$ cat src/rtl/core/lcdseq_pkg.sv
// ----------------------------------------------------------------------------
// lcdseq_pkg: shared types and constants of the character LCD sequencer
// Holds the command codes, controller byte values, wait times, the job
// record passed from the front end to the back end, and the init table.
// ----------------------------------------------------------------------------
package lcdseq_pkg;

  // Default geometry of the panel
  localparam int DEF_COLUMNS = 16;
  localparam int DEF_ROWS    = 2;

  // Depth of the queues between the parts
  localparam int QUEUE_DEPTH = 2;

  // Command codes of an input item
  localparam logic [2:0] CMD_INIT      = 3'd0;
  localparam logic [2:0] CMD_PUTC      = 3'd1;
  localparam logic [2:0] CMD_CLEAR     = 3'd2;
  localparam logic [2:0] CMD_HOME      = 3'd3;
  localparam logic [2:0] CMD_SETCUR    = 3'd4;
  localparam logic [2:0] CMD_BACKLIGHT = 3'd5;
  localparam logic [2:0] CMD_DISPLAY   = 3'd6;

  // Special characters
  localparam logic [7:0] CHAR_NEWLINE = 8'h0A;
  localparam logic [7:0] CHAR_RETURN  = 8'h0D;

  // Controller command bytes
  localparam logic [7:0] LCD_CLS      = 8'h01;
  localparam logic [7:0] LCD_HOME     = 8'h02;
  localparam logic [7:0] LCD_DISP_ON  = 8'h0C;
  localparam logic [7:0] LCD_DISP_OFF = 8'h08;
  localparam logic [7:0] LCD_DDRAM    = 8'h80;

  // Expander bit positions
  localparam int BIT_RS = 0;
  localparam int BIT_EN = 2;
  localparam int BIT_BL = 3;

  // Wait times in microseconds
  localparam logic [14:0] WAIT_POWER = 15'd20000;
  localparam logic [14:0] WAIT_SET   = 15'd0;
  localparam logic [14:0] WAIT_EN    = 15'd2;
  localparam logic [14:0] WAIT_NORM  = 15'd50;
  localparam logic [14:0] WAIT_4500  = 15'd4550;
  localparam logic [14:0] WAIT_150   = 15'd200;
  localparam logic [14:0] WAIT_2000  = 15'd2050;

  // Extra pause after the EN-low byte of a nibble
  localparam logic [1:0] EXT_NONE = 2'd0;
  localparam logic [1:0] EXT_4500 = 2'd1;
  localparam logic [1:0] EXT_150  = 2'd2;
  localparam logic [1:0] EXT_2000 = 2'd3;

  // Job kinds
  localparam logic [1:0] JOB_INIT   = 2'd0;
  localparam logic [1:0] JOB_SEND   = 2'd1;
  localparam logic [1:0] JOB_ONE    = 2'd2;
  localparam logic [1:0] JOB_REJECT = 2'd3;

  // Nibble phases
  localparam logic [1:0] PH_SET  = 2'd0;
  localparam logic [1:0] PH_HIGH = 2'd1;
  localparam logic [1:0] PH_LOW  = 2'd2;

  // Last nibble index of the init run
  localparam logic [3:0] INIT_LAST_NIB = 4'd13;

  // Work handed from the front end to the back end
  typedef struct packed {
    logic [1:0] kind;
    logic       bl;
    logic       has_first;
    logic [7:0] first_val;
    logic [7:0] main_val;
    logic       main_rs;
    logic       main_long;
  } lcdseq_job_t;

  // One result item
  typedef struct packed {
    logic [7:0]  expander_byte;
    logic [14:0] wait_after_us;
    logic        rejected;
    logic        last;
  } lcdseq_res_t;

  // One nibble of the init run
  typedef struct packed {
    logic [3:0] data;
    logic [1:0] ext;
  } lcdseq_nib_t;

  // Init run after the power byte: four lone nibbles, then five commands
  function automatic lcdseq_nib_t init_nibble(input logic [3:0] idx);
    lcdseq_nib_t n;
    n.ext = EXT_NONE;
    unique case (idx)
      4'd0:    n.data = 4'h3;
      4'd1:    n.data = 4'h3;
      4'd2:    n.data = 4'h3;
      4'd3:    n.data = 4'h2;
      4'd4:    n.data = 4'h2;
      4'd5:    n.data = 4'h8;
      4'd6:    n.data = 4'h0;
      4'd7:    n.data = 4'h8;
      4'd8:    n.data = 4'h0;
      4'd9:    n.data = 4'h1;
      4'd10:   n.data = 4'h0;
      4'd11:   n.data = 4'h6;
      4'd12:   n.data = 4'h0;
      4'd13:   n.data = 4'hC;
      default: n.data = 4'h0;
    endcase
    if (idx == 4'd0) begin
      n.ext = EXT_4500;
    end else if (idx <= 4'd3) begin
      n.ext = EXT_150;
    end else if (idx == 4'd9) begin
      n.ext = EXT_2000;
    end
    return n;
  endfunction

  // Wait after one byte of a nibble
  function automatic logic [14:0] nibble_wait(input logic [1:0] phase,
                                              input logic [1:0] ext);
    logic [14:0] w;
    if (phase == PH_SET) begin
      w = WAIT_SET;
    end else if (phase == PH_HIGH) begin
      w = WAIT_EN;
    end else begin
      unique case (ext)
        EXT_NONE: w = WAIT_NORM;
        EXT_4500: w = WAIT_4500;
        EXT_150:  w = WAIT_150;
        EXT_2000: w = WAIT_2000;
        default:  w = WAIT_NORM;
      endcase
    end
    return w;
  endfunction

endpackage

$ cat src/rtl/core/lcdseq_fifo.sv
// ----------------------------------------------------------------------------
// lcdseq_fifo: small first-in first-out queue
// Registered storage with separate full and empty flags; push and pop may
// happen in the same cycle.
// ----------------------------------------------------------------------------
module lcdseq_fifo #(
  parameter type item_t = logic [7:0],
  parameter int  DEPTH  = lcdseq_pkg::QUEUE_DEPTH
) (
  input  logic  clk,
  input  logic  rst_n,
  input  logic  push,
  input  item_t din,
  output logic  full,
  input  logic  pop,
  output item_t dout,
  output logic  empty
);
  localparam int PTR_W = (DEPTH > 1) ? $clog2(DEPTH) : 1;
  localparam int CNT_W = $clog2(DEPTH + 1);

  item_t              mem_r [DEPTH];
  logic [PTR_W-1:0]   wr_ptr_r, wr_ptr_nxt;
  logic [PTR_W-1:0]   rd_ptr_r, rd_ptr_nxt;
  logic [CNT_W-1:0]   count_r, count_nxt;
  logic               do_push, do_pop;

  assign full    = (count_r == CNT_W'(DEPTH));
  assign empty   = (count_r == '0);
  assign do_push = push && !full;
  assign do_pop  = pop && !empty;
  assign dout    = mem_r[rd_ptr_r];

  // Pointer and fill count update
  always_comb begin
    wr_ptr_nxt = wr_ptr_r;
    rd_ptr_nxt = rd_ptr_r;
    count_nxt  = count_r;
    if (do_push) begin
      wr_ptr_nxt = (wr_ptr_r == PTR_W'(DEPTH - 1)) ? '0 : wr_ptr_r + 1'b1;
    end
    if (do_pop) begin
      rd_ptr_nxt = (rd_ptr_r == PTR_W'(DEPTH - 1)) ? '0 : rd_ptr_r + 1'b1;
    end
    if (do_push && !do_pop) begin
      count_nxt = count_r + 1'b1;
    end else if (do_pop && !do_push) begin
      count_nxt = count_r - 1'b1;
    end
  end

  always_ff @(posedge clk) begin
    if (!rst_n) begin
      wr_ptr_r <= '0;
      rd_ptr_r <= '0;
      count_r  <= '0;
    end else begin
      wr_ptr_r <= wr_ptr_nxt;
      rd_ptr_r <= rd_ptr_nxt;
      count_r  <= count_nxt;
    end
  end

  // Storage needs no reset
  always_ff @(posedge clk) begin
    if (do_push) begin
      mem_r[wr_ptr_r] <= din;
    end
  end

endmodule

$ cat src/rtl/core/lcdseq_front.sv
// ----------------------------------------------------------------------------
// lcdseq_front: command decoder and cursor tracker
// Classifies each accepted item, keeps cursor and backlight state, and
// turns the item into a job for the byte sequencer.
// ----------------------------------------------------------------------------
module lcdseq_front #(
  parameter int COLUMNS = lcdseq_pkg::DEF_COLUMNS,
  parameter int ROWS    = lcdseq_pkg::DEF_ROWS
) (
  input  logic                     clk,
  input  logic                     rst_n,
  input  logic                     take,
  input  logic [2:0]               cmd,
  input  logic [7:0]               char_code,
  input  logic [7:0]               target_col,
  input  logic [7:0]               target_row,
  input  logic                     switch_on,
  output lcdseq_pkg::lcdseq_job_t  job
);
  import lcdseq_pkg::*;

  localparam int COL_W = $clog2(COLUMNS + 1);

  logic [COL_W-1:0] col_r, col_nxt;
  logic             row_r, row_nxt;
  logic             bl_r, bl_nxt;
  logic             wrap_row;
  logic [7:0]       nl_byte, cr_byte, set_byte;
  logic [6:0]       set_addr;
  logic             set_bad;

  // Row reached by a newline or a line wrap
  assign wrap_row = (ROWS > 1) ? ~row_r : 1'b0;

  // Cursor command bytes, column zero unless set explicitly
  assign nl_byte  = LCD_DDRAM | {1'b0, wrap_row, 6'b0};
  assign cr_byte  = LCD_DDRAM | {1'b0, row_r, 6'b0};
  assign set_addr = {target_row[0], 6'b0} + {1'b0, target_col[5:0]};
  assign set_byte = LCD_DDRAM | {1'b0, set_addr};
  assign set_bad  = (target_col >= 8'(COLUMNS)) || (target_row >= 8'(ROWS));

  // Classify the item and work out the state it leaves
  always_comb begin
    col_nxt       = col_r;
    row_nxt       = row_r;
    bl_nxt        = bl_r;
    job           = '0;
    job.kind      = JOB_SEND;
    job.bl        = bl_r;
    unique case (cmd)
      CMD_INIT: begin
        job.kind = JOB_INIT;
        job.bl   = 1'b1;
        bl_nxt   = 1'b1;
        col_nxt  = '0;
        row_nxt  = 1'b0;
      end
      CMD_PUTC: begin
        if (char_code == CHAR_NEWLINE) begin
          job.main_val = nl_byte;
          col_nxt      = '0;
          row_nxt      = wrap_row;
        end else if (char_code == CHAR_RETURN) begin
          job.main_val = cr_byte;
          col_nxt      = '0;
        end else begin
          job.main_val = char_code;
          job.main_rs  = 1'b1;
          if (col_r >= COL_W'(COLUMNS)) begin
            // Full line: move to the start of the next row first
            job.has_first = 1'b1;
            job.first_val = nl_byte;
            row_nxt       = wrap_row;
            col_nxt       = COL_W'(1);
          end else begin
            col_nxt = col_r + 1'b1;
          end
        end
      end
      CMD_CLEAR, CMD_HOME: begin
        job.main_val  = (cmd == CMD_CLEAR) ? LCD_CLS : LCD_HOME;
        job.main_long = 1'b1;
        col_nxt       = '0;
        row_nxt       = 1'b0;
      end
      CMD_SETCUR: begin
        if (set_bad) begin
          job.kind = JOB_REJECT;
        end else begin
          job.main_val = set_byte;
          col_nxt      = COL_W'(target_col);
          row_nxt      = target_row[0];
        end
      end
      CMD_BACKLIGHT: begin
        job.kind = JOB_ONE;
        job.bl   = switch_on;
        bl_nxt   = switch_on;
      end
      CMD_DISPLAY: begin
        job.main_val = switch_on ? LCD_DISP_ON : LCD_DISP_OFF;
      end
      default: begin
        job.kind = JOB_REJECT;
      end
    endcase
  end

  always_ff @(posedge clk) begin
    if (!rst_n) begin
      col_r <= '0;
      row_r <= 1'b0;
      bl_r  <= 1'b0;
    end else if (take) begin
      col_r <= col_nxt;
      row_r <= row_nxt;
      bl_r  <= bl_nxt;
    end
  end

endmodule

$ cat src/rtl/core/lcdseq_back.sv
// ----------------------------------------------------------------------------
// lcdseq_back: expander byte sequencer
// Expands one job at a time into bytes, one per cycle unless the result
// queue is full, and loads the next job in the cycle the current one ends.
// ----------------------------------------------------------------------------
module lcdseq_back (
  input  logic                     clk,
  input  logic                     rst_n,
  input  lcdseq_pkg::lcdseq_job_t  job,
  input  logic                     job_avail,
  output logic                     job_take,
  output lcdseq_pkg::lcdseq_res_t  res,
  output logic                     res_push,
  input  logic                     res_full
);
  import lcdseq_pkg::*;

  lcdseq_job_t cur_r, cur_nxt;
  logic        busy_r, busy_nxt;
  logic        pre_r, pre_nxt;
  logic [1:0]  phase_r, phase_nxt;
  logic [3:0]  nib_r, nib_nxt;

  lcdseq_nib_t init_nib;
  logic [7:0]  src;
  logic        is_main;
  logic [3:0]  data;
  logic        rs;
  logic [1:0]  ext;
  logic [3:0]  last_nib;
  logic [7:0]  nib_byte;
  logic        job_end;

  // Source of the current nibble
  always_comb begin
    init_nib = init_nibble(nib_r);
    is_main  = !(cur_r.has_first && !nib_r[1]);
    src      = is_main ? cur_r.main_val : cur_r.first_val;
    if (cur_r.kind == JOB_INIT) begin
      data     = init_nib.data;
      rs       = 1'b0;
      ext      = init_nib.ext;
      last_nib = INIT_LAST_NIB;
    end else begin
      data     = nib_r[0] ? src[3:0] : src[7:4];
      rs       = is_main && cur_r.main_rs;
      ext      = (is_main && nib_r[0] && cur_r.main_long) ? EXT_2000 : EXT_NONE;
      last_nib = cur_r.has_first ? 4'd3 : 4'd1;
    end
    nib_byte          = {data, 4'b0};
    nib_byte[BIT_RS]  = rs;
    nib_byte[BIT_BL]  = cur_r.bl;
    nib_byte[BIT_EN]  = (phase_r == PH_HIGH);
  end

  // Byte for this cycle and whether it ends the job
  always_comb begin
    res     = '0;
    job_end = 1'b0;
    unique case (cur_r.kind)
      JOB_INIT: begin
        if (pre_r) begin
          res.expander_byte         = 8'h00;
          res.expander_byte[BIT_BL] = cur_r.bl;
          res.wait_after_us         = WAIT_POWER;
        end else begin
          res.expander_byte = nib_byte;
          res.wait_after_us = nibble_wait(phase_r, ext);
          job_end           = (phase_r == PH_LOW) && (nib_r == last_nib);
        end
      end
      JOB_SEND: begin
        res.expander_byte = nib_byte;
        res.wait_after_us = nibble_wait(phase_r, ext);
        job_end           = (phase_r == PH_LOW) && (nib_r == last_nib);
      end
      JOB_ONE: begin
        res.expander_byte         = 8'h00;
        res.expander_byte[BIT_BL] = cur_r.bl;
        res.wait_after_us         = WAIT_SET;
        job_end                   = 1'b1;
      end
      JOB_REJECT: begin
        res.rejected = 1'b1;
        job_end      = 1'b1;
      end
      default: begin
        job_end = 1'b1;
      end
    endcase
    res.last = job_end && (cur_r.kind != JOB_REJECT);
  end

  assign res_push = busy_r && !res_full;
  assign job_take = job_avail && (!busy_r || (res_push && job_end));

  // Step through the job, or load the next one
  always_comb begin
    cur_nxt   = cur_r;
    busy_nxt  = busy_r;
    pre_nxt   = pre_r;
    phase_nxt = phase_r;
    nib_nxt   = nib_r;
    if (res_push) begin
      if (pre_r) begin
        pre_nxt = 1'b0;
      end else if (phase_r == PH_LOW) begin
        phase_nxt = PH_SET;
        nib_nxt   = nib_r + 1'b1;
      end else begin
        phase_nxt = phase_r + 1'b1;
      end
      if (job_end) begin
        busy_nxt = 1'b0;
      end
    end
    if (job_take) begin
      cur_nxt   = job;
      busy_nxt  = 1'b1;
      pre_nxt   = (job.kind == JOB_INIT);
      phase_nxt = PH_SET;
      nib_nxt   = '0;
    end
  end

  always_ff @(posedge clk) begin
    if (!rst_n) begin
      busy_r  <= 1'b0;
      pre_r   <= 1'b0;
      phase_r <= PH_SET;
      nib_r   <= '0;
    end else begin
      busy_r  <= busy_nxt;
      pre_r   <= pre_nxt;
      phase_r <= phase_nxt;
      nib_r   <= nib_nxt;
    end
  end

  // The job record is payload
  always_ff @(posedge clk) begin
    cur_r <= cur_nxt;
  end

endmodule

$ cat src/rtl/core/char_lcd_i2c_expander_sequencer_unit.sv
// ----------------------------------------------------------------------------
// char_lcd_i2c_expander_sequencer_unit: character LCD command sequencer
// Turns LCD commands into the expander bytes of a 4-bit panel interface,
// each tagged with the wait that must follow it.
// ----------------------------------------------------------------------------
//  Channel  | Handshake     | Item
//  ---------+---------------+-----------------------------------------------
//  in_      | push / full   | cmd, char_code, target_col, target_row,
//           |               | switch_on
//  out_     | pop / empty   | expander_byte, wait_after_us, rejected, last
//
// The back sequencer sends one expander byte per cycle while the result
// queue has room. An accepted item passes the job queue and the job register
// of the sequencer, and its result the result queue, before it shows on the
// outputs. Reset clears the cursor, backlight and both queues at once; there
// is no clearing pass. A two-entry job queue lets new items be accepted
// while the sequencer works or the output stalls.
// ----------------------------------------------------------------------------
module char_lcd_i2c_expander_sequencer_unit #(
  parameter int COLUMNS = lcdseq_pkg::DEF_COLUMNS,
  parameter int ROWS    = lcdseq_pkg::DEF_ROWS
) (
  input  logic        clk,
  input  logic        rst_n,
  input  logic        in_push,
  output logic        in_full,
  input  logic [2:0]  in_cmd,
  input  logic [7:0]  in_char_code,
  input  logic [7:0]  in_target_col,
  input  logic [7:0]  in_target_row,
  input  logic        in_switch_on,
  output logic        out_empty,
  input  logic        out_pop,
  output logic [7:0]  out_expander_byte,
  output logic [14:0] out_wait_after_us,
  output logic        out_rejected,
  output logic        out_last
);
  import lcdseq_pkg::*;

  lcdseq_job_t front_job, queued_job;
  lcdseq_res_t back_res, head_res;
  logic        take;
  logic        jq_empty, job_take;
  logic        res_push, res_full;

  assign take = in_push && !in_full;

  // Decoder and cursor tracking
  lcdseq_front #(
    .COLUMNS (COLUMNS),
    .ROWS    (ROWS)
  ) u_front (
    .clk        (clk),
    .rst_n      (rst_n),
    .take       (take),
    .cmd        (in_cmd),
    .char_code  (in_char_code),
    .target_col (in_target_col),
    .target_row (in_target_row),
    .switch_on  (in_switch_on),
    .job        (front_job)
  );

  // Job queue between the front end and the sequencer
  lcdseq_fifo #(
    .item_t (lcdseq_job_t),
    .DEPTH  (QUEUE_DEPTH)
  ) u_job_q (
    .clk   (clk),
    .rst_n (rst_n),
    .push  (in_push),
    .din   (front_job),
    .full  (in_full),
    .pop   (job_take),
    .dout  (queued_job),
    .empty (jq_empty)
  );

  // Byte sequencer
  lcdseq_back u_back (
    .clk       (clk),
    .rst_n     (rst_n),
    .job       (queued_job),
    .job_avail (!jq_empty),
    .job_take  (job_take),
    .res       (back_res),
    .res_push  (res_push),
    .res_full  (res_full)
  );

  // Result queue towards the expander link
  lcdseq_fifo #(
    .item_t (lcdseq_res_t),
    .DEPTH  (QUEUE_DEPTH)
  ) u_res_q (
    .clk   (clk),
    .rst_n (rst_n),
    .push  (res_push),
    .din   (back_res),
    .full  (res_full),
    .pop   (out_pop),
    .dout  (head_res),
    .empty (out_empty)
  );

  assign out_expander_byte = head_res.expander_byte;
  assign out_wait_after_us = head_res.wait_after_us;
  assign out_rejected      = head_res.rejected;
  assign out_last          = head_res.last;

endmodule

$ cat config.mk
export PLATFORM = sky130hd
export DESIGN_NAME = char_lcd_i2c_expander_sequencer_unit
export DESIGN_NICKNAME = d
export VERILOG_FILES = /design/src/rtl/core/lcdseq_pkg.sv /design/src/rtl/core/lcdseq_fifo.sv /design/src/rtl/core/lcdseq_front.sv /design/src/rtl/core/lcdseq_back.sv /design/src/rtl/core/char_lcd_i2c_expander_sequencer_unit.sv
export SDC_FILE = /design/constraint.sdc
export NUM_CORES = 1
export LEC_CHECK = 0
export BUFFER_PORTS_ARGS = -buffer_cell sky130_fd_sc_hd__buf_2
export CAP_MARGIN = 20
export CORE_ASPECT_RATIO = 1.2
export CORE_UTILIZATION = 55
export CTS_CLUSTER_SIZE = 12
export DETAILED_ROUTE_END_ITERATION = 6
export PLACE_DENSITY_LB_ADDON = 0.05
export SLEW_MARGIN = 20
export SYNTH_ARGS = -nofsm -noshare
export SYNTH_HDL_FRONTEND = slang
export SYNTH_HIERARCHICAL = 1
export SYNTH_SLANG_ARGS = --single-unit
export TNS_END_PERCENT = 20
$ cat constraint.sdc
create_clock -name clk -period 4 [get_ports clk]
set_clock_uncertainty 0.15 [all_clocks]
set_input_delay 0.6 -clock clk [delete_from_list [all_inputs] [get_ports clk]]
set_output_delay 0.6 -clock clk [all_outputs]
set_load 0.01 [all_outputs]
==> results of run 1 <==
## power breakdown
group          switching (mW)  total (mW)  internal, mW
logic                   0.633        1.20         0.570
clock network           0.594        1.57         0.978
registers               0.216        2.30          2.08
## synthesized netlist by cell type, drive strengths merged, types with 5 or more instances
| master | count | area share |
|---|---|---|
| ha | 12 | 0.022 |
| nor2b | 11 | 0.012 |
| and3 | 7 | 0.0067 |
| clkbuf | 7 | 0.0039 |
| nand2b | 8 | 0.0075 |
| nand4 | 7 | 0.0065 |
| edfxtp | 116 | 0.52 |
| o211ai | 6 | 0.0067 |
| a21boi | 6 | 0.0067 |
| dfxtp | 29 | 0.087 |
| xnor2 | 5 | 0.0065 |
| o21ai | 18 | 0.013 |
| a21oi | 14 | 0.010 |
| nor3 | 9 | 0.0090 |
| mux2 | 48 | 0.081 |
| or3 | 5 | 0.0049 |
| and2 | 11 | 0.010 |
| inv | 18 | 0.010 |
| nor2 | 28 | 0.017 |
| nand2 | 35 | 0.020 |
| nand3 | 9 | 0.0067 |
| buf | 31 | 0.033 |
## per-layer routing
metal,part of all wire,vias to the layer above,wire [um],track usage
met1,0.41,1959,4670,0.223
met2,0.53,128,6110,0.356
met4,0.014,0,161,0.0792
met3,0.047,16,542,0.0480
met5,0,-,0,0
li1,-,1988,-,-
## through the flow
stage	setup WS [ps]	cells	cell area [sq um]	util
2_1_floorplan	204	518	6730	-
3_3_place_gp	1170	700	7020	0.598
3_5_place_dp	1080	700	7020	0.598
4_1_cts	1070	732	7610	0.649
5_1_grt	797	732	7610	0.649
6_report	1080	732	7610	0.649
## final cells by class
type	count	area, sq um	share of cell area
clock buffers	18	429	0.0564
repair buffers	63	328	0.0431
clock inverters	14	165	0.0217
flip-flops and latches	145	4070	0.534
multi-input cells	317	2360	0.310
inverters	18	67.6	0.00887
well taps	157	196	0.0258
## logic make-up (layout without fill, tap and decap cells)
kind of cell	Yosys count	after routing	share of synthesized area
simple gates	148	148	0.123
compound gates	83	83	0.0888
mux	56	56	0.100
buf+inv	56	113	0.0472
other cells	2	9	0.00112
flops	145	145	0.606
fa+ha+maj	12	12	0.0224
xor+xnor	9	9	0.0118
## registers in the layout, indices dropped and copies added (netlist names), named ones only
signal	cells
u_res_q/mem_r	50
u_back/cur_r	22
u_front/row_r	1
u_front/col_r	5
u_job_q/mem_r	44
u_job_q/rd_ptr_r	1
u_back/nib_r	4
u_back/init_nib	4
u_back/busy_r	1
u_res_q/count_r	2
u_res_q/wr_ptr_r	1
u_back/pre_r	1
u_job_q/count_r	2
u_back/phase_r	2
u_res_q/rd_ptr_r	1
u_front/bl_r	1
u_job_q/wr_ptr_r	1
## worst reg2reg max path: stages, from the launching register on
cell	delay, ps
sky130_fd_sc_hd__dfxtp_1	610
sky130_fd_sc_hd__nor2b_1	270
sky130_fd_sc_hd__o31ai_1	250
sky130_fd_sc_hd__nand4_1	220
sky130_fd_sc_hd__a21o_1	280
sky130_fd_sc_hd__a21oi_2	160
sky130_fd_sc_hd__o21ai_1	110
sky130_fd_sc_hd__ha_1	330
sky130_fd_sc_hd__or3_1	350
sky130_fd_sc_hd__a21boi_1	130
## worst max path at each step
stage,endpoint,slack (ps),cells past startpoint,from
after global placement,u_job_q/count_r[1]$_SDFFE_PN0P_,1170,9,u_back/phase_r[1]$_SDFFE_PP0P_
after global routing,u_job_q/count_r[1]$_SDFFE_PN0P_,800,10,u_back/nib_r[1]$_SDFFE_PP0P_
after CTS,u_job_q/count_r[1]$_SDFFE_PN0P_,1070,9,u_back/nib_r[1]$_SDFFE_PP0P_
final,u_job_q/count_r[1]$_SDFFE_PN0P_,1080,9,u_back/nib_r[1]$_SDFFE_PP0P_
after floorplan,u_job_q/count_r[1]$_SDFFE_PN0P_,200,10,u_back/cur_r[18]$_DFFE_PP_
after detailed placement,u_job_q/count_r[1]$_SDFFE_PN0P_,1080,10,u_back/nib_r[1]$_SDFFE_PP0P_
==> summary.txt, run 1 <==
OUTCOME
-------------------------------------------------------------------------------------
Result of the run ......................................................    completed

CRITICAL PATH
-------------------------------------------------------------------------------------
Worst EP required ......................................................      4190 ps
Setup slack, reg-to-reg ................................................      1080 ps
Crit path kind ......................................................... register to register
Cell class contributing the biggest share of worst-path delay .......... compound AO/OA/AOI/OAI gates
Series of cell instances along the critical path ....................... nor2b_1, o31ai_1, nand4_1, a21o_1, a21oi_2, o21ai_1, ha_1, or3_1, a21boi_1
Worst stage delay on the critical path .................................       610 ps
Cell depth of the worst flop-to-flop path ..............................            9
Capture instance of the worst register-to-register path ................ u_job_q/count_r[1]$_SDFFE_PN0P_
CP Buf/Inv Count .......................................................            0
Highest fanout seen on the critical path ...............................           14
Cell with the largest stage delay on the worst path .................... sky130_fd_sc_hd__dfxtp_1
WP data arrival ........................................................      3110 ps
Reg-to-Reg Start ....................................................... u_back/nib_r[1]$_SDFFE_PP0P_
Worst setup EP type ....................................................     register
CP Launch Type .........................................................     register

GLOBAL ROUTE
-------------------------------------------------------------------------------------
Antenna violations before repair .......................................            0
Wire length of the first global-routing pass ...........................    18,600 um
Vias in the first global route .........................................        3,936
Total GRT Usage ........................................................        0.198
GRT Residual Overflow ..................................................            0
Largest net degree at the start of global routing ......................           27

TIMING
-------------------------------------------------------------------------------------
Final hold violation count .............................................            0
Final setup viols ......................................................            0
Least-Margin Pin Slew ..................................................       977 ps
Aggregate negative setup slack .........................................         0 ps
Max-slew violation total from the final report .........................            0
Max-Slew Margin vs Limit ...............................................        0.348
Upper clock frequency limit ............................................      342 MHz
Setup repair after global routing missed its margin ....................        false
Min Hold Slack .........................................................       342 ps
Share of the clock period used by the worst path .......................        0.731
Final critical path time including I/O delays and setup ................      2920 ps

PLACE
-------------------------------------------------------------------------------------
Number of input and output port buffers inserted .......................           58
Half-perimeter wire length after placement .............................      7880 um
Placer Congestion ......................................................        0.875

RUN
-------------------------------------------------------------------------------------
Max Cap Violations .....................................................            0

DIE
-------------------------------------------------------------------------------------
Standard cell core area ................................................ 0.0117 sq mm
Die Height .............................................................       123 um
Initial core utilization ...............................................        0.572
Area enclosed by the die boundary ...................................... 0.0126 sq mm
Die width ..............................................................       103 um
Top-level I/O count ....................................................           59
Number of rows created at floorplan ....................................           43

CLOCK NETWORK
-------------------------------------------------------------------------------------
Cell chosen for the clock root ......................................... sky130_fd_sc_hd__clkbuf_16
Number of buffers added by the clock tree synthesis step ...............           17
# Post-CTS Setup Buffers ...............................................            0
Number of buffers between clock root and the deepest sink ..............            2
Clock sink count .......................................................          145
CTS tree ...............................................................         done
Resize count post-CTS ..................................................            0
CTS H-tree depth .......................................................            4
Clk Latency, worst-skew pair ...........................................       410 ps
Clock-pin slew of the registers on the worst-case setup and hold paths .        60 ps
# hold bufs at CTS .....................................................            0

WORST HOLD PATH
-------------------------------------------------------------------------------------
Worst min path class ................................................... primary input to register
Hold Path Cell Cnt .....................................................            3
Worst hold start ....................................................... in_target_col[0]
Terminating pin of the worst hold path ................................. u_front/col_r[0]$_SDFFE_PN0P_

DRT
-------------------------------------------------------------------------------------
Routed Wire Length .....................................................    11,500 um
Number of DRC markers after the initial detailed-route iteration .......          201
Routed wire per std cell ...............................................      15.7 um
DRT antenna net count ..................................................            0
First-pass detailed-route iteration total ..............................            5
Detail-routed via count per cell .......................................         5.59
Count of unresolved DRC violations after routing .......................            0
Total vias in the final route ..........................................        4,091

POWER AND IR DROP
-------------------------------------------------------------------------------------
Worst-case vdd ir drop .................................................     0.333 mV
Leakage ................................................................      2.75 nW
PnR Total Power ........................................................      5.07 mW
Power density over the cells ...........................................  666 mW/mm^2

LAYOUT
-------------------------------------------------------------------------------------
Number of antenna diodes ...............................................            0
Commonest cells after routing, fill and taps aside ..................... sky130_fd_sc_hd__edfxtp_1, sky130_fd_sc_hd__buf_2, sky130_fd_sc_hd__mux2_2, sky130_fd_sc_hd__nand2_1, sky130_fd_sc_hd__dfxtp_1
Final net count ........................................................          606
Leading cell type in the layout, fill and taps excluded ................ sky130_fd_sc_hd__edfxtp_1
Fraction of final layout cells sized beyond drive strength 1 ...........        0.290
Area growth from synthesis to layout ...................................        13.5%
Number of filler cells placed in the layout ............................          958

YOSYS
-------------------------------------------------------------------------------------
Number of unique standard cell types used by synthesis .................           74
Mean cell area of the mapped netlist ...................................   13.1 sq um
Cell area after synthesis .............................................. 0.00671 sq mm
Seq cells post-synth ...................................................          145
Cells after synthesis ..................................................          511
Proportion of synthesized chip area in sequential cells ................        0.606
Number of enable-type register cells in the synthesized netlist ........          116
Number of warnings printed during yosys synthesis ......................            6
Most common flop cell mapped by yosys .................................. sky130_fd_sc_hd__edfxtp_1
Fraction of registers with async set or reset after synthesis ..........            0

Power figures use the tool's default switching activity.
==> inputs of run 2 (changes only) <==
ABC_AREA = 1   (was unset)
CORE_UTILIZATION = 60   (was 55)
clock period = 2.7 ns   (was 4 ns; I/O delays follow)
==> run 2 against run 1 <==
  * Non-clock buffer count grew 8
  * Final cell count grew 10%
  * Wire length is 3.2% lower
  * Highest routed layer unchanged
  * The run now ends with design-rule violations left
  * Largest power group unchanged
==> summary.txt, run 2 <==
RUN
-------------------------------------------------------------------------------------
Max Cap Violations .....................................................            0

LAYOUT
-------------------------------------------------------------------------------------
Regs by FF count ....................................................... u_res_q/mem_r: 50 flops, u_job_q/mem_r: 44 flops, u_back/cur_r: 22 flops
Commonest cells after routing, fill and taps aside ..................... sky130_fd_sc_hd__edfxtp_1, sky130_fd_sc_hd__nand2_1, sky130_fd_sc_hd__nor2_1, sky130_fd_sc_hd__inv_1, sky130_fd_sc_hd__buf_2
Number of antenna diodes ...............................................            0
Largest reg by FF count ................................................ u_res_q/mem_r
Area growth from synthesis to layout ...................................        15.2%
Leading cell type in the layout, fill and taps excluded ................ sky130_fd_sc_hd__edfxtp_1
Fin util ...............................................................        0.724
Max FFs per register ...................................................           50
Fraction of final layout cells sized beyond drive strength 1 ...........        0.279
Final net count ........................................................          709

GLOBAL ROUTE
-------------------------------------------------------------------------------------
Busiest layer in global routing ........................................         met2
Met2 Track Usage GR ....................................................        0.376
Vias in the first global route .........................................        4,077
Grt met3 use ...........................................................       0.0552
Total GRT Usage ........................................................        0.208
Wire length of the first global-routing pass ...........................    18,500 um
Antenna violations before repair .......................................            0
GRT Residual Overflow ..................................................            0
Largest net degree at the start of global routing ......................           26
Met1 layer usage reported by global route ..............................        0.226

DRT
-------------------------------------------------------------------------------------
Routed wire per std cell ...............................................      13.8 um
Number of DRC markers after the initial detailed-route iteration .......          288
Routed Wire Length .....................................................    11,100 um
Total vias in the final route ..........................................        4,166
First-pass detailed-route iteration total ..............................            6
Count of unresolved DRC violations after routing .......................            4
Detail-routed via count per cell .......................................         5.16
DRT antenna net count ..................................................            0

WORST HOLD PATH
-------------------------------------------------------------------------------------
Worst min path class ................................................... primary input to register

PLACE
-------------------------------------------------------------------------------------
Number of input and output port buffers inserted .......................           58
Half-perimeter wire length after placement .............................      8000 um
Post-place setup slack .................................................       165 ps
Placer Congestion ......................................................        0.921

CLOCK NETWORK
-------------------------------------------------------------------------------------
# hold bufs at CTS .....................................................            0
CTS H-tree depth .......................................................            4
Clk Latency, worst-skew pair ...........................................       410 ps
Number of buffers added by the clock tree synthesis step ...............           17
Clock sink count .......................................................          145
Number of buffers between clock root and the deepest sink ..............            2
CTS tree ...............................................................         done
Clock-pin slew of the registers on the worst-case setup and hold paths .        60 ps
Cell chosen for the clock root ......................................... sky130_fd_sc_hd__clkbuf_16

TIMING
-------------------------------------------------------------------------------------
Max-slew violation total from the final report .........................            0
Upper clock frequency limit ............................................      407 MHz
Share of the clock period used by the worst path .......................        0.911
Final critical-path setup slack ........................................       242 ps
Final critical path time including I/O delays and setup ................      2460 ps
Final setup viols ......................................................            0
Final hold violation count .............................................            0

OUTCOME
-------------------------------------------------------------------------------------
Result of the run ...................................................... complete, but fails checks
Violations in the final reports ........................................ design-rule violations

YOSYS
-------------------------------------------------------------------------------------
Cells after synthesis ..................................................          593
Number of unique standard cell types used by synthesis .................           43
Fraction of registers with async set or reset after synthesis ..........            0
Mean cell area of the mapped netlist ...................................   11.3 sq um
Cell area after synthesis .............................................. 0.00670 sq mm
Commonest cells in the synthesized netlist ............................. sky130_fd_sc_hd__edfxtp_1, sky130_fd_sc_hd__nand2_1, sky130_fd_sc_hd__nor2_1, sky130_fd_sc_hd__inv_1, sky130_fd_sc_hd__dfxtp_1
Area share of the leading cell type in the synthesized netlist .........        0.520
Biggest area consumer among synthesized cells .......................... sky130_fd_sc_hd__edfxtp_1
Number of enable-type register cells in the synthesized netlist ........          116
Leading cell type by number of instances after synthesis ............... sky130_fd_sc_hd__edfxtp_1
Most common flop cell mapped by yosys .................................. sky130_fd_sc_hd__edfxtp_1
Seq cells post-synth ...................................................          145
Proportion of synthesized chip area in sequential cells ................        0.606
Top cells by area in the synthesized netlist ........................... sky130_fd_sc_hd__edfxtp_1, sky130_fd_sc_hd__dfxtp_1, sky130_fd_sc_hd__nand2_1
Number of warnings printed during yosys synthesis ......................            6

DIE
-------------------------------------------------------------------------------------
Standard cell core area ................................................ 0.0107 sq mm
Top-level I/O count ....................................................           59
Number of rows created at floorplan ....................................           41
Die width ..............................................................      98.5 um
Initial core utilization ...............................................        0.628
Die Height .............................................................       118 um
Area enclosed by the die boundary ...................................... 0.0116 sq mm

CRITICAL PATH
-------------------------------------------------------------------------------------
Crit path kind ......................................................... register to register
CP Launch Type .........................................................     register
WP data arrival ........................................................      2660 ps
Worst EP required ......................................................      2900 ps
Worst setup EP type ....................................................     register
Highest fanout seen on the critical path ...............................           10

POWER AND IR DROP
-------------------------------------------------------------------------------------
Power density over the cells ........................................... 1020 mW/mm^2
Worst-case vdd ir drop .................................................     0.602 mV
Leakage ................................................................      3.17 nW

## run 2: power breakdown
| part | leakage (nW) | total [mW] | internal, mW | switching (mW) |
|---|---|---|---|---|
| registers | 1.33 | 3.29 | 3.09 | 0.205 |
| logic | 1.52 | 2.08 | 0.843 | 1.24 |
| clock network | 0.320 | 2.53 | 1.65 | 0.883 |
## run 2: per-layer routing
layer / wire length (um) / share of wire
met4: 269 / 0.024
met1: 4410 / 0.40
met2: 5980 / 0.54
met5: 0 / 0
met3: 449 / 0.040
## run 2: path summary, 6_finish.rpt
check / from / to / slack (ps) / cells past startpoint
setup / recovery: u_back/cur_r[20]$_DFFE_PP_ / u_job_q/count_r[1]$_SDFFE_PN0P_ / 240 / 19
setup reg to reg: u_back/cur_r[20]$_DFFE_PP_ / u_job_q/count_r[1]$_SDFFE_PN0P_ / 240 / 19
hold reg to reg: u_job_q/rd_ptr_r$_SDFFE_PN0P_ / register / 370 / 2
hold / removal: in_target_col[4] / u_front/col_r[4]$_SDFFE_PN0P_ / 190 / 5
## run 2: what timing repair did
item,4_1_cts,5_1_grt
setup endpoints to repair,0,6
buffers inserted,0,4
resized for setup,0,3
## run 2: critical path, cell delays in order (launching register included)
cell                       delay, ps
sky130_fd_sc_hd__edfxtp_1        500
sky130_fd_sc_hd__inv_2            80
sky130_fd_sc_hd__nand2_2         110
sky130_fd_sc_hd__nand3_1         100
sky130_fd_sc_hd__nor2_2          100
sky130_fd_sc_hd__nand2_2          60
sky130_fd_sc_hd__nand2_1          90
sky130_fd_sc_hd__nand2_2          70
sky130_fd_sc_hd__nand2_4          90
sky130_fd_sc_hd__nand2_8          80
sky130_fd_sc_hd__inv_2            60
sky130_fd_sc_hd__inv_1            60
sky130_fd_sc_hd__nor2_4          120
sky130_fd_sc_hd__inv_1            50
sky130_fd_sc_hd__ha_1            300
sky130_fd_sc_hd__inv_1            80
sky130_fd_sc_hd__nand3_1          90
sky130_fd_sc_hd__nand2_1          70
sky130_fd_sc_hd__inv_1            50
sky130_fd_sc_hd__nor2_1           80
## run 2: logic make-up after synthesis
logic type | Yosys count | synth area share
flip-flops | 145 | 0.606
AND/OR/NAND/NOR | 232 | 0.153
XOR/XNOR | 4 | 0.00523
other | 2 | 0.00112
buffers and inverters | 97 | 0.0730
AO/OA/AOI/OAI | 54 | 0.0483
multiplexers | 47 | 0.0902
adder cells (fa/ha/maj) | 12 | 0.0224
## run 2: layout make-up
class                      count  area, sq um
clock inverter                15          229
tap                          129          161
multi-input combinational    358         2190
sequential                   145         4060
clock buffer                  17          425
fill                         757         2950
inverter                      72          270
timing repair buffer          71          388
## run 2: through the flow
stage                     std cells  hold slack (ps)  TNS [ps]  instance area, sq um  power (mW)
final                           807              188         0                  7720        7.91
after floorplan                 600              317         0                  6730        4.86
after global placement          771              329         0                  7030        5.31
after global routing            807              209     -3.14                  7720        8.33
after CTS                       803              182         0                  7690        7.93
after detailed placement        771              350         0                  7030        5.39
==> inputs of run 3 (changes only) <==
CORE_UTILIZATION = 58   (was 60)
SYNTH_HIERARCHICAL = unset   (was 1)
==> run 3 against run 2 <==
  * First-iteration DRC count shrank 50%
  * Flip-flop and latch count shrank 37
  * Register-to-register slack gained 80 ps
  * Final area shrank 29%
  * Combinational power shrank 27%
  * The flow now finishes without violations
  * Utilization shrank 5.3 points
  * Clock power shrank 66%
  * Area after synthesis shrank 27%
  * Synthesized cell count shrank 18%
  * Sequential power shrank 24%
  * Worst setup slack gained 83 ps
  * Critical path depth shrank 10
==> summary.txt, run 3 <==
OUTCOME
--------------------------------------------------------------------------------------------
Result of the run .............................................................    completed

TIMING
--------------------------------------------------------------------------------------------
Setup repair after global routing missed its margin ...........................        false
Final critical-path setup slack ...............................................       324 ps
Final setup viols .............................................................            0
Final hold violation count ....................................................            0
Max-Slew Margin vs Limit ......................................................        0.519
Aggregate negative setup slack ................................................         0 ps
Upper clock frequency limit ...................................................      421 MHz
Share of the clock period used by the worst path ..............................        0.880
Max-slew violation total from the final report ................................            0
Final critical path time including I/O delays and setup .......................      2380 ps
Least-Margin Pin Slew .........................................................       720 ps

CRITICAL PATH
--------------------------------------------------------------------------------------------
Most prevalent standard cell on the critical path ............................. sky130_fd_sc_hd__nand2_1
Worst EP required .............................................................      2670 ps
Worst stage delay on the critical path ........................................       440 ps
CP Launch Type ................................................................     register
Setup slack, reg-to-reg .......................................................       320 ps
Reg-to-Reg Start .............................................................. u_back.nib_r[0]$_SDFFE_PP0P_
Cell depth of the worst flop-to-flop path .....................................            9
Capture instance of the worst register-to-register path ....................... u_res_q.mem_r[1][13]$_DFFE_PP_
Crit path kind ................................................................ register to register
Series of cell instances along the critical path .............................. clkinv_1, ha_1, nand2_1, nand2_1, o21ai_0, inv_1, ha_1, nand2_1, a21oi_1
Cell with the largest stage delay on the worst path ........................... sky130_fd_sc_hd__dfxtp_1
WP data arrival ...............................................................      2340 ps
Cell class contributing the biggest share of worst-path delay .................  adder cells
CP Buf/Inv Count ..............................................................            2
Worst setup EP type ...........................................................     register
Highest fanout seen on the critical path ......................................            8

PLACE
--------------------------------------------------------------------------------------------
Placer Congestion .............................................................        0.886
Number of input and output port buffers inserted ..............................           55
Placed cell count .............................................................          648
Half-perimeter wire length after placement ....................................      6720 um
Post-place setup slack ........................................................       337 ps

DRT
--------------------------------------------------------------------------------------------
Number of DRC markers after the initial detailed-route iteration ..............          144
Routed wire per std cell ......................................................      13.3 um
Detail-routed via count per cell ..............................................         5.07
Total vias in the final route .................................................        3,377
Count of unresolved DRC violations after routing ..............................            0
Routed Wire Length ............................................................      8870 um
First-pass detailed-route iteration total .....................................            4
DRT antenna net count .........................................................            0

RUN
--------------------------------------------------------------------------------------------
Max Cap Violations ............................................................            0

DIE
--------------------------------------------------------------------------------------------
Standard cell core area ....................................................... 0.00815 sq mm
Die width .....................................................................      86.0 um
Initial core utilization ......................................................        0.603
Top-level I/O count ...........................................................           59
Die Height ....................................................................       103 um
Number of rows created at floorplan ...........................................           36
Area enclosed by the die boundary ............................................. 0.00885 sq mm

YOSYS
--------------------------------------------------------------------------------------------
Biggest area consumer among synthesized cells ................................. sky130_fd_sc_hd__edfxtp_1
Commonest cells in the synthesized netlist .................................... sky130_fd_sc_hd__nand2_1, sky130_fd_sc_hd__edfxtp_1, sky130_fd_sc_hd__nor2_1, sky130_fd_sc_hd__inv_1, sky130_fd_sc_hd__o21ai_0
Seq cells post-synth ..........................................................          108
Largest family of logic cells by synthesized area ............................. simple AND/OR/NAND/NOR gates
Fraction of registers with async set or reset after synthesis .................            0
Synth Area in Compound Gates ..................................................       0.0784
Number of enable-type register cells in the synthesized netlist ...............           79
Cell area after synthesis ..................................................... 0.00491 sq mm
Top cells by area in the synthesized netlist .................................. sky130_fd_sc_hd__edfxtp_1, sky130_fd_sc_hd__dfxtp_1, sky130_fd_sc_hd__nand2_1
Area share of the leading cell type in the synthesized netlist ................        0.483
Most common flop cell mapped by yosys ......................................... sky130_fd_sc_hd__edfxtp_1
Number of unique standard cell types used by synthesis ........................           42
Mean cell area of the mapped netlist ..........................................   10.1 sq um
Proportion of synthesized chip area in sequential cells .......................        0.601
Fraction of the mapped netlist area in adder cells ............................       0.0305
Parity-gate share of the synthesized area counting xor and xnor cells .........       0.0122
Cells after synthesis .........................................................          487
Leading cell type by number of instances after synthesis ...................... sky130_fd_sc_hd__nand2_1
Basic-gate share of the synthesized area counting and, or, nand and nor cells .        0.174
Share of synthesized area spent on multiplexers ...............................       0.0390
Number of warnings printed during yosys synthesis .............................            0

LAYOUT
--------------------------------------------------------------------------------------------
Leading cell type in the layout, fill and taps excluded ....................... sky130_fd_sc_hd__nand2_1
Number of antenna diodes ......................................................            0
Area growth from synthesis to layout ..........................................        11.3%
Regs by FF count .............................................................. u_res_q.mem_r: 34 flops, u_job_q.mem_r: 30 flops, u_back.cur_r: 15 flops
Max FFs per register ..........................................................           34
Fraction of final layout cells sized beyond drive strength 1 ..................        0.205
Commonest cells after routing, fill and taps aside ............................ sky130_fd_sc_hd__nand2_1, sky130_fd_sc_hd__edfxtp_1, sky130_fd_sc_hd__nor2_1, sky130_fd_sc_hd__buf_2, sky130_fd_sc_hd__inv_1
Largest reg by FF count ....................................................... u_res_q.mem_r
Final net count ...............................................................          591
Non-filler cells, final .......................................................          666
Fin util ......................................................................        0.671

CLOCK NETWORK
--------------------------------------------------------------------------------------------
Clk Latency, worst-skew pair ..................................................       370 ps
Number of buffers between clock root and the deepest sink .....................            2
Clock sink count ..............................................................          108
Number of buffers added by the clock tree synthesis step ......................            9
# hold bufs at CTS ............................................................            0
Clock-pin slew of the registers on the worst-case setup and hold paths ........       100 ps
Cell chosen for the clock root ................................................ sky130_fd_sc_hd__clkbuf_8
CTS tree ......................................................................         done
Resize count post-CTS .........................................................            0
CTS H-tree depth ..............................................................            3

GLOBAL ROUTE
--------------------------------------------------------------------------------------------
Met2 Track Usage GR ...........................................................        0.429
Vias in the first global route ................................................        3,220
Busiest layer in global routing ...............................................         met2
Total GRT Usage ...............................................................        0.219
Antenna violations before repair ..............................................            0
Largest net degree at the start of global routing .............................           19
GRT Residual Overflow .........................................................            0
Grt met3 use ..................................................................       0.0344
Met1 layer usage reported by global route .....................................        0.222
Wire length of the first global-routing pass ..................................    14,500 um

WORST HOLD PATH
--------------------------------------------------------------------------------------------
Hold Path Cell Cnt ............................................................            3
Worst hold start .............................................................. in_target_col[1]
Worst min path class .......................................................... primary input to register
Terminating pin of the worst hold path ........................................ u_front.col_r[1]$_SDFFE_PN0P_

POWER AND IR DROP
--------------------------------------------------------------------------------------------
Combinational fraction of design power ........................................        0.309
Power density over the cells ..................................................  892 mW/mm^2
Cell internal pwr .............................................................      3.19 mW
Worst-case vdd ir drop ........................................................     0.435 mV
Net switching share of the total power ........................................        0.345
PnR Total Power ...............................................................      4.88 mW
Net switching power of the design .............................................      1.68 mW
Clock power share .............................................................        0.176
Leakage .......................................................................      2.24 nW
Sequential group share of total power .........................................        0.514

run 3: worst register-to-register path, stage by stage, from the launching register on:
cell and delay [ps]:
sky130_fd_sc_hd__dfxtp_1 440, sky130_fd_sc_hd__clkinv_1 250, sky130_fd_sc_hd__ha_1 270, sky130_fd_sc_hd__nand2_1 60, sky130_fd_sc_hd__nand2_1 60, sky130_fd_sc_hd__o21ai_0 400, sky130_fd_sc_hd__inv_1 140, sky130_fd_sc_hd__ha_1 220
sky130_fd_sc_hd__nand2_1 60, sky130_fd_sc_hd__a21oi_1 70
run 3: worst max-delay path by stage:
stage	from	end	slack, ps	depth (start not counted)
after detailed placement	u_back.nib_r[0]$_SDFFE_PP0P_	u_res_q.mem_r[1][13]$_DFFE_PP_	340	9
final	u_back.nib_r[0]$_SDFFE_PP0P_	u_res_q.mem_r[1][13]$_DFFE_PP_	320	9
after floorplan	u_back.nib_r[0]$_SDFFE_PP0P_	u_res_q.mem_r[0][13]$_DFFE_PP_	630	9
after global placement	u_back.cur_r[20]$_DFFE_PP_	u_job_q.count_r[1]$_SDFFE_PN0P_	430	14
after CTS	u_back.nib_r[0]$_SDFFE_PP0P_	u_res_q.mem_r[1][13]$_DFFE_PP_	320	9
after global routing	u_back.cur_r[20]$_DFFE_PP_	u_job_q.count_r[1]$_SDFFE_PN0P_	40	14
run 3: layout make-up:
class                   count  area, sq um
flip-flops and latches    108         2950
fillers                   677         2690
multi-input cells         307         1650
repair buffers             62          328
inverters                  59          223
well taps                 114          143
clock buffers              10          128
clock inverters             6         41.3
run 3: cells by family (layout without fill, tap and decap cells):
logic type,after synthesis,in the layout
adder cells (fa/ha/maj),12,12
AND/OR/NAND/NOR,199,199
multiplexers,17,17
XOR/XNOR,6,6
flip-flops,108,108
AO/OA/AOI/OAI,70,70
other,1,3
buffers and inverters,74,137
run 3: what timing repair did:
| action | 4_1_cts | 5_1_grt |
|---|---|---|
| endpoints found under the hold margin | 0 | 0 |
| setup buffers | 0 | 2 |
| endpoints found under the setup margin | 0 | 1 |
run 3: per-stage QoR:
stage / hold WS, ps / area, sq um
final: 176 / 5470
after detailed placement: 306 / 5280
after global placement: 293 / 5280
after CTS: 154 / 5450
after global routing: 189 / 5470
after floorplan: 281 / 4920
run 3: power by group through the flow:
stage / sequential [mW] / clock, mW / combinational, mW
after floorplan: 2.45 / 0 / 1.15
after global placement: 2.54 / 0 / 1.45
after detailed placement: 2.56 / 0 / 1.49
after CTS: 2.52 / 0.889 / 1.50
after global routing: 2.55 / 0.951 / 1.72
final: 2.51 / 0.859 / 1.51
run 3: metal layers:
layer  vias to the layer above  share of wire
met2                        74           0.55
met1                      1549           0.39
li1                       1736              -
met4                         0          0.028
met3                        18          0.025
met5                         -              0
